--- src/hw/rtl/deq_pkg.sv ---
`default_nettype none

package deq_pkg;

    localparam int VAL_W = 32;
    localparam int CNT_W = 5;

    typedef enum logic [2:0] {
        ACT_PUSH_FRONT = 3'd0,
        ACT_PUSH_BACK  = 3'd1,
        ACT_POP_FRONT  = 3'd2,
        ACT_POP_BACK   = 3'd3,
        ACT_NOP        = 3'd4
    } action_t;

    typedef enum logic [1:0] {
        ERR_OK    = 2'd0,
        ERR_EMPTY = 2'd1,
        ERR_FULL  = 2'd2
    } err_t;

    typedef enum logic {
        ST_IDLE,
        ST_READ
    } state_t;

    typedef struct packed {
        logic [2:0]              action;
        logic signed [VAL_W-1:0] data_in;
    } req_t;

    typedef struct packed {
        logic [1:0]              error_code;
        logic signed [VAL_W-1:0] front_value;
        logic signed [VAL_W-1:0] rear_value;
        logic [CNT_W-1:0]        entry_count;
        logic                    is_empty_flag;
    } rsp_t;

    // Outcome of one request as decided by the pointer logic.
    typedef struct packed {
        logic       wr_en;
        logic [1:0] error_code;
    } step_t;

endpackage

`default_nettype wire

--- src/hw/rtl/deq_ram.sv ---
`default_nettype none

module deq_ram #(
    parameter int WIDTH = 32,
    parameter int DEPTH = 16
) (
    input  wire logic                     clk,
    input  wire logic                     we,
    input  wire logic [$clog2(DEPTH)-1:0] waddr,
    input  wire logic [WIDTH-1:0]         wdata,
    input  wire logic [$clog2(DEPTH)-1:0] raddr,
    output logic      [WIDTH-1:0]         rdata
);

    logic [WIDTH-1:0] mem [DEPTH];

    // Read-first: a read of the address being written returns the old word.
    always_ff @(posedge clk)
    begin
        if (we)
        begin
            mem[waddr] <= wdata;
        end
        rdata <= mem[raddr];
    end

endmodule

`default_nettype wire

--- src/hw/rtl/deq_ptr.sv ---
`default_nettype none

module deq_ptr #(
    parameter int DEPTH = 16
) (
    input  wire logic                       clk,
    input  wire logic                       rst_n,
    input  wire logic                       accept,
    input  wire logic [2:0]                 action,
    output deq_pkg::step_t                  step,
    output logic [$clog2(DEPTH)-1:0]        wr_addr,
    output logic [$clog2(DEPTH)-1:0]        front_addr,
    output logic [$clog2(DEPTH)-1:0]        rear_addr,
    output logic [$clog2(DEPTH+1)-1:0]      count
);

    localparam int AW = $clog2(DEPTH);
    localparam int CW = $clog2(DEPTH + 1);
    localparam logic [AW-1:0] LAST   = AW'(DEPTH - 1);
    localparam logic [AW:0]   DEPTH_W = (AW+1)'(DEPTH);
    localparam logic [CW-1:0] FULL_CNT = CW'(DEPTH);

    logic [AW-1:0] head_reg;
    logic [AW-1:0] head_next;
    logic [CW-1:0] occ_reg;
    logic [CW-1:0] occ_next;
    logic [AW-1:0] head_prev;
    logic [AW-1:0] head_inc;
    logic          full;
    logic          empty;

    // The sum of a ring position and an offset stays below twice the depth.
    function automatic logic [AW-1:0] wrap(input logic [AW:0] s);
        logic [AW:0] r;
        r = (s >= DEPTH_W) ? (s - DEPTH_W) : s;
        return r[AW-1:0];
    endfunction

    assign head_prev = (head_reg == '0) ? LAST : (head_reg - 1'b1);
    assign head_inc  = (head_reg == LAST) ? '0 : (head_reg + 1'b1);
    assign full      = (occ_reg == FULL_CNT);
    assign empty     = (occ_reg == '0);

    always_comb
    begin
        head_next       = head_reg;
        occ_next        = occ_reg;
        step.wr_en      = 1'b0;
        step.error_code = deq_pkg::ERR_OK;
        wr_addr         = wrap((AW+1)'(head_reg) + (AW+1)'(occ_reg));
        if (accept)
        begin
            unique case (action)
                deq_pkg::ACT_PUSH_FRONT:
                begin
                    wr_addr = head_prev;
                    if (full)
                    begin
                        step.error_code = deq_pkg::ERR_FULL;
                    end
                    else
                    begin
                        step.wr_en = 1'b1;
                        head_next  = head_prev;
                        occ_next   = occ_reg + 1'b1;
                    end
                end
                deq_pkg::ACT_PUSH_BACK:
                begin
                    if (full)
                    begin
                        step.error_code = deq_pkg::ERR_FULL;
                    end
                    else
                    begin
                        step.wr_en = 1'b1;
                        occ_next   = occ_reg + 1'b1;
                    end
                end
                deq_pkg::ACT_POP_FRONT:
                begin
                    if (empty)
                    begin
                        step.error_code = deq_pkg::ERR_EMPTY;
                    end
                    else
                    begin
                        head_next = head_inc;
                        occ_next  = occ_reg - 1'b1;
                    end
                end
                deq_pkg::ACT_POP_BACK:
                begin
                    if (empty)
                    begin
                        step.error_code = deq_pkg::ERR_EMPTY;
                    end
                    else
                    begin
                        occ_next = occ_reg - 1'b1;
                    end
                end
                default:
                begin
                    head_next = head_reg;
                end
            endcase
        end
    end

    // Addresses of both ends after this request; meaningless when it leaves the ring empty.
    assign front_addr = head_next;
    assign rear_addr  = wrap((AW+1)'(head_next) + (AW+1)'(occ_next) - 1'b1);
    assign count      = occ_reg;

    always_ff @(posedge clk or negedge rst_n)
    begin
        if (!rst_n)
        begin
            head_reg <= '0;
            occ_reg  <= '0;
        end
        else
        begin
            head_reg <= head_next;
            occ_reg  <= occ_next;
        end
    end

endmodule

`default_nettype wire

--- src/hw/rtl/double_ended_queue.sv ---
// Channel   | Handshake                 | Payload
// ----------+---------------------------+---------------------------------------------
// request   | start, accepted when !busy | req: action, data_in
// result    | done, one-cycle strobe    | rsp: error_code, front/rear_value, count, empty
//
// Per request, the pointer update, ring write and both end reads are issued at the
// accepting edge, and the registered RAM data is combined in the following cycle
// (ST_READ). The result register and the done register are loaded at the end of that
// cycle; busy is high for one cycle, so a new request can be taken in the cycle the
// previous result is shown.
// Reset clears the head pointer, the fill count and the control; ring contents are not
// cleared, since only occupied entries ever reach the result.
// The receiver cannot stall; each result is presented exactly once.
`default_nettype none

module double_ended_queue #(
    parameter int DEPTH      = 16,
    parameter int DATA_WIDTH = 32
) (
    input  wire logic          clk,
    input  wire logic          rst_n,
    input  wire logic          start,
    output logic               busy,
    input  deq_pkg::req_t      req,
    output logic               done,
    output deq_pkg::rsp_t      rsp
);

    localparam int AW    = $clog2(DEPTH);
    localparam int CW    = $clog2(DEPTH + 1);
    localparam int VAL_W = deq_pkg::VAL_W;
    localparam int CNT_W = deq_pkg::CNT_W;

    deq_pkg::state_t state_reg;
    deq_pkg::state_t state_next;

    logic                  accept;
    logic                  load_rsp;
    deq_pkg::step_t        step;
    logic [AW-1:0]         wr_addr;
    logic [AW-1:0]         front_addr;
    logic [AW-1:0]         rear_addr;
    logic [CW-1:0]         count;
    logic [DATA_WIDTH-1:0] wdata;
    logic [DATA_WIDTH-1:0] rdata_front;
    logic [DATA_WIDTH-1:0] rdata_rear;
    logic [DATA_WIDTH-1:0] front_raw;
    logic [DATA_WIDTH-1:0] rear_raw;
    logic                  ring_empty;

    logic [DATA_WIDTH-1:0] wdata_reg;
    logic                  fwd_front_reg;
    logic                  fwd_rear_reg;
    logic [1:0]            err_reg;
    logic                  done_reg;
    logic                  done_next;
    deq_pkg::rsp_t         rsp_reg;
    deq_pkg::rsp_t         rsp_next;

    assign accept = start && !busy;
    assign wdata  = DATA_WIDTH'($unsigned(req.data_in));

    deq_ptr #(
        .DEPTH (DEPTH)
    ) u_ptr (
        .clk        (clk),
        .rst_n      (rst_n),
        .accept     (accept),
        .action     (req.action),
        .step       (step),
        .wr_addr    (wr_addr),
        .front_addr (front_addr),
        .rear_addr  (rear_addr),
        .count      (count)
    );

    // Two copies of the ring so that both ends can be read in the same cycle.
    deq_ram #(
        .WIDTH (DATA_WIDTH),
        .DEPTH (DEPTH)
    ) u_ram_front (
        .clk   (clk),
        .we    (step.wr_en),
        .waddr (wr_addr),
        .wdata (wdata),
        .raddr (front_addr),
        .rdata (rdata_front)
    );

    deq_ram #(
        .WIDTH (DATA_WIDTH),
        .DEPTH (DEPTH)
    ) u_ram_rear (
        .clk   (clk),
        .we    (step.wr_en),
        .waddr (wr_addr),
        .wdata (wdata),
        .raddr (rear_addr),
        .rdata (rdata_rear)
    );

    // The RAM returns the old word when an end is read at the address just written,
    // so the pushed value is forwarded instead.
    always_ff @(posedge clk)
    begin
        if (accept)
        begin
            wdata_reg     <= wdata;
            fwd_front_reg <= step.wr_en && (front_addr == wr_addr);
            fwd_rear_reg  <= step.wr_en && (rear_addr == wr_addr);
            err_reg       <= step.error_code;
        end
    end

    always_comb
    begin
        unique case (state_reg)
            deq_pkg::ST_IDLE:
            begin
                state_next = start ? deq_pkg::ST_READ : deq_pkg::ST_IDLE;
            end
            deq_pkg::ST_READ:
            begin
                state_next = deq_pkg::ST_IDLE;
            end
            default:
            begin
                state_next = deq_pkg::ST_IDLE;
            end
        endcase
    end

    always_comb
    begin
        busy     = (state_reg == deq_pkg::ST_READ);
        load_rsp = (state_reg == deq_pkg::ST_READ);
    end

    assign done_next  = load_rsp;
    assign ring_empty = (count == '0);
    assign front_raw  = fwd_front_reg ? wdata_reg : rdata_front;
    assign rear_raw   = fwd_rear_reg ? wdata_reg : rdata_rear;

    always_comb
    begin
        rsp_next.error_code    = err_reg;
        rsp_next.front_value   = ring_empty ? '0 : VAL_W'(front_raw);
        rsp_next.rear_value    = ring_empty ? '0 : VAL_W'(rear_raw);
        rsp_next.entry_count   = CNT_W'(count);
        rsp_next.is_empty_flag = ring_empty;
    end

    always_ff @(posedge clk or negedge rst_n)
    begin
        if (!rst_n)
        begin
            state_reg <= deq_pkg::ST_IDLE;
            done_reg  <= 1'b0;
        end
        else
        begin
            state_reg <= state_next;
            done_reg  <= done_next;
        end
    end

    always_ff @(posedge clk)
    begin
        if (load_rsp)
        begin
            rsp_reg <= rsp_next;
        end
    end

    assign done = done_reg;
    assign rsp  = rsp_reg;

    a_accept_then_busy: assert property (@(posedge clk) disable iff (!rst_n)
        accept |=> busy)
        else $error("accepted request did not enter the read cycle");

    a_busy_then_done: assert property (@(posedge clk) disable iff (!rst_n)
        busy |=> done)
        else $error("read cycle did not produce a result strobe");

    a_done_while_idle: assert property (@(posedge clk) disable iff (!rst_n)
        done |-> !busy)
        else $error("result strobe while still busy");

    a_empty_values_zero: assert property (@(posedge clk) disable iff (!rst_n)
        (done && rsp.is_empty_flag) |->
            (rsp.front_value == '0 && rsp.rear_value == '0 && rsp.entry_count == '0))
        else $error("empty result carries nonzero values or count");

    a_full_count: assert property (@(posedge clk) disable iff (!rst_n)
        (done && rsp.error_code == deq_pkg::ERR_FULL) |-> (rsp.entry_count == CNT_W'(DEPTH)))
        else $error("push refused as full while the ring was not full");

endmodule

`default_nettype wire

--- config.mk ---
export PLATFORM = sky130hd
export DESIGN_NAME = double_ended_queue
export DESIGN_NICKNAME = d
export VERILOG_FILES = /design/src/hw/rtl/deq_pkg.sv /design/src/hw/rtl/deq_ram.sv /design/src/hw/rtl/deq_ptr.sv /design/src/hw/rtl/double_ended_queue.sv
export SDC_FILE = /design/constraint.sdc
export NUM_CORES = 1
export LEC_CHECK = 0
export BUFFER_PORTS_ARGS = -buffer_cell sky130_fd_sc_hd__buf_2
export CORE_MARGIN = 5
export CORE_UTILIZATION = 58
export CTS_BUF_LIST = sky130_fd_sc_hd__clkbuf_4
export CTS_CLUSTER_SIZE = 25
export DETAILED_ROUTE_END_ITERATION = 8
export PLACE_DENSITY = 0.83
export SYNTH_ARGS = -nofsm -noshare
export SYNTH_HDL_FRONTEND = slang
export SYNTH_SLANG_ARGS = --single-unit
export TNS_END_PERCENT = 30
--- constraint.sdc ---
create_clock -name clk -period 5.9 [get_ports clk]
set_input_delay 1.475 -clock clk [delete_from_list [all_inputs] [get_ports clk]]
set_output_delay 1.475 -clock clk [all_outputs]
set_load 0.05 [all_outputs]
==> run_results.csv <==
group,metric,value,unit
outcome,outcome,"finished clean",
setup_path,cp_common_cell,"inv_1",
logic_synthesis,synth-main-ff-cell,"edfxtp_1",
finish,largest_register_ff_count,512,
clock_network,worstSkewPairLatency,1.00,ns
global_routing,antenna_found_initial,4,
timing,slew_viol_final,0,
floorplanning,die_area,0.0580,mm²
finish,regArea,0.0202,mm²
finish,drive_above_1_share,0.246,
floorplanning,core,0.0527,mm²
route,drt_iter0_drc,2620,
setup_path,critPathLaunchType,"flip-flop",
finish,n_fill_cell,3594,
setup_path,path_cells,"inv_1 > ha_1 > or3b_2 > o21ai_0 > nand2_1 > o211ai_1 > inv_2 > ha_4 > inv_1 > ha_4 > inv_1 > fa_4 > xnor2_1 > xnor2_4 > xnor2_4 > buf_12 > mux2i_1",
global_routing,use_met3,0.0665,
logic_synthesis,syn-cell-area,0.0309,mm²
setup_path,cp.arrival,5.78,ns
setup_path,worst_setup_path_end_kind,"flip-flop",
global_routing,grt_use_met1,0.337,
floorplanning,fp.dieW,241,µm
timing,setup_viol,0,
floorplanning,start_util,0.587,
flow_run,timing.max_cap.violations,0,
logic_synthesis,yosysTopAreaCell,"edfxtp_1",
logic_synthesis,syn_inst,2102,
global_routing,grt_max_degree,193,
timing,fin_crit_sh,0.828,
route,drt_first_pass_iters,6,
timing,slew_headroom,0.298,
finish,final_cells,3117,
setup_path,worstPathMaxFanout,25,
route,drt_wl_total,78700,µm
finish,nets,2331,
route,routedWlPerCell,25.2,µm
global_routing,grt_pass1_vias,20900,
clock_network,tritoncts,"yes",
route,ant_nets,0,
route,vias_per_cell,6.50,
setup_path,path_class,"flip-flop to flip-flop",
placement,dpl_cell_area,0.0323,mm²
logic_synthesis,synthTopCellsByCount,"620 x edfxtp_1, 361 x nand2_1, 257 x mux2i_1, 168 x nand3_1, 128 x mux4_2",
setup_path,cpPeakStageDelay,0.56,ns
placement,placedCellCount,2794,
power_and_ir_drop,leakagePower,12.3,nW
clock_network,clk_pin_slew,0.08,ns
timing,fin_setup_tns,0,ns
finish,postLayoutCellArea,0.0346,mm²
clock_network,ctsResizeCount,0,
logic_synthesis,ys_top_cells_by_area,"edfxtp_1 60%, mux4_2 9.3%, mux2i_1 8.3%",
finish,multi_input_area,0.0101,mm²
clock_network,h-tree-depth,4,
placement,place_hpwl,42000,µm
clock_network,cts_buffers,171,
floorplanning,num_rows,84,
floorplanning,io_pins,112,
clock_network,cts.sinks,695,
global_routing,grt_pass1_wl,118000,µm
clock_network,root_buffer,"clkbuf_4",
timing,fmaxAchievable,0.205,GHz
logic_synthesis,synth_seq_cells,695,
timing,hold_violations,0,
logic_synthesis,async_flop_share,0.0158,
timing,fin_crit,4.89,ns
global_routing,grt_usage,0.271,
global_routing,grt-busiest-layer,"met2",
power_and_ir_drop,powerDensity,621,mW/mm²
route,vias,20300,
timing,worstMarginPinSlew,1.05,ns
global_routing,use_met2,0.440,
floorplanning,die_y,241,µm
logic_synthesis,synth_fp_nets,2154,
timing,clock_skew,0.0525,ns
logic_synthesis,ys_types,60,
logic_synthesis,ys_warn_count,0,
timing,timing.hold.ws,0.364,ns
setup_path,slowest_stage,"xnor2_4",
setup_path,critPathRequiredTime,6.79,ns
logic_synthesis,synth_top_area_frac,0.603,
placement,port_buffers,111,
global_routing,grt-ovfl-total,0,
logic_synthesis,yosysSeqAreaShare,0.653,
logic_synthesis,synth_enable_flop_cells,620,
clock_network,cts_max_path_buffers,3,
timing,rsz0062_at_grt,"no",
power_and_ir_drop,p_total,21.5,mW
finish,area_growth,12.1,%
power_and_ir_drop,peakVddDrop,0.00128,V
clock_network,hold_buffers,0,
placement,gp_congestion,0.898,
route,drc,0,
logic_synthesis,yosysMostFrequentCell,"edfxtp_1",
clock_network,cts_setup_buffers,0,
logic_synthesis,syn_avg_cell_area,14.7,µm²
worst_hold_path,hp-class,"primary input to asynchronous set/reset pin",
==> cells by family after synthesis <==
logic type / share of synthesized area
flip-flops: 0.653
AO/OA/AOI/OAI: 0.0394
multiplexers: 0.178
AND/OR/NAND/NOR: 0.0908
buffers and inverters: 0.0261
adder cells (fa/ha/maj): 0.00615
XOR/XNOR: 0.00628
==> where the power goes <==
group	switching, mW	internal, mW
Combinational	6.36	4.69
Clock	1.93	2.22
Sequential	0.269	6.06
==> path summary, 6_finish.rpt <==
path                                          start                           end  slack [ns]  cells past startpoint
max in group asynchronous                     rst_n                done$_DFF_PN0_        5.26                      1
min                                           rst_n   u_ptr.head_reg[2]$_DFF_PN0_        0.36                      1
min reg2reg                err_reg[1]$_SDFFCE_PN0P_             rsp[71]$_DFFE_PP_        0.43                      0
max                        u_ptr.count[1]$_DFF_PN0_  u_ram_rear.rdata[12]$_DFF_P_        1.01                     17
min in group clk           err_reg[1]$_SDFFCE_PN0P_             rsp[71]$_DFFE_PP_        0.43                      0
max reg2reg                u_ptr.count[1]$_DFF_PN0_  u_ram_rear.rdata[12]$_DFF_P_        1.01                     17
==> metrics by stage <==
step / setup WS (ns) / utilization
after global routing: 0.810 / 0.658
after global placement: 0.482 / 0.614
after CTS: 1.05 / 0.658
after floorplan: 0.519 / -
final: 1.01 / 0.658
after detailed placement: 0.295 / 0.614
==> cells in the final DEF, fill, tap and decap left out, types with 3 or more instances in the layout <==
master and count:
a21oi_1 40, a32o_1 33, a32oi_1 34, and3_1 3, buf_12 15, buf_2 111, buf_4 29, bufinv_16 6
clkbuf_4 250, clkinv_1 47, clkinv_2 9, clkinvlp_4 4, dfrtp_1 10, dfxtp_1 64, diode_2 4, edfxtp_1 620
ha_1 10, inv_1 16, inv_2 3, mux2i_1 257, mux4_2 128, nand2_1 361, nand2b_1 6, nand3_1 168
nor2_1 72, nor2_4 18, nor3_1 13, o211ai_1 34, xnor2_1 11, xor2_1 3
==> layer usage <==
layer | vias to the layer above | share of wire
met5 | - | 0.00017
li1 | 8557 | -
met1 | 9985 | 0.36
met2 | 1407 | 0.49
met3 | 313 | 0.10
met4 | 2 | 0.051
==> worst max-delay path: cells and delay by family, from the launching register on <==
family / cells / cell delay, ns
compound gates: 2 / 0.60
mux: 1 / 0.25
xor+xnor: 3 / 1.03
simple gates: 2 / 0.59
buf+inv: 5 / 0.78
fa+ha+maj: 4 / 1.04
flops: 1 / 0.48
==> cell type report <==
cell class / count / share of cell area
multi-input cells: 1236 / 0.292
flip-flops and latches: 695 / 0.582
clock inverters: 69 / 0.0129
repair buffers: 155 / 0.0310
well taps: 688 / 0.0248
diodes: 4 / 0.000289
clock buffers: 250 / 0.0542
inverters: 20 / 0.00253
Note: power is estimated with default switching activity, not from simulation.
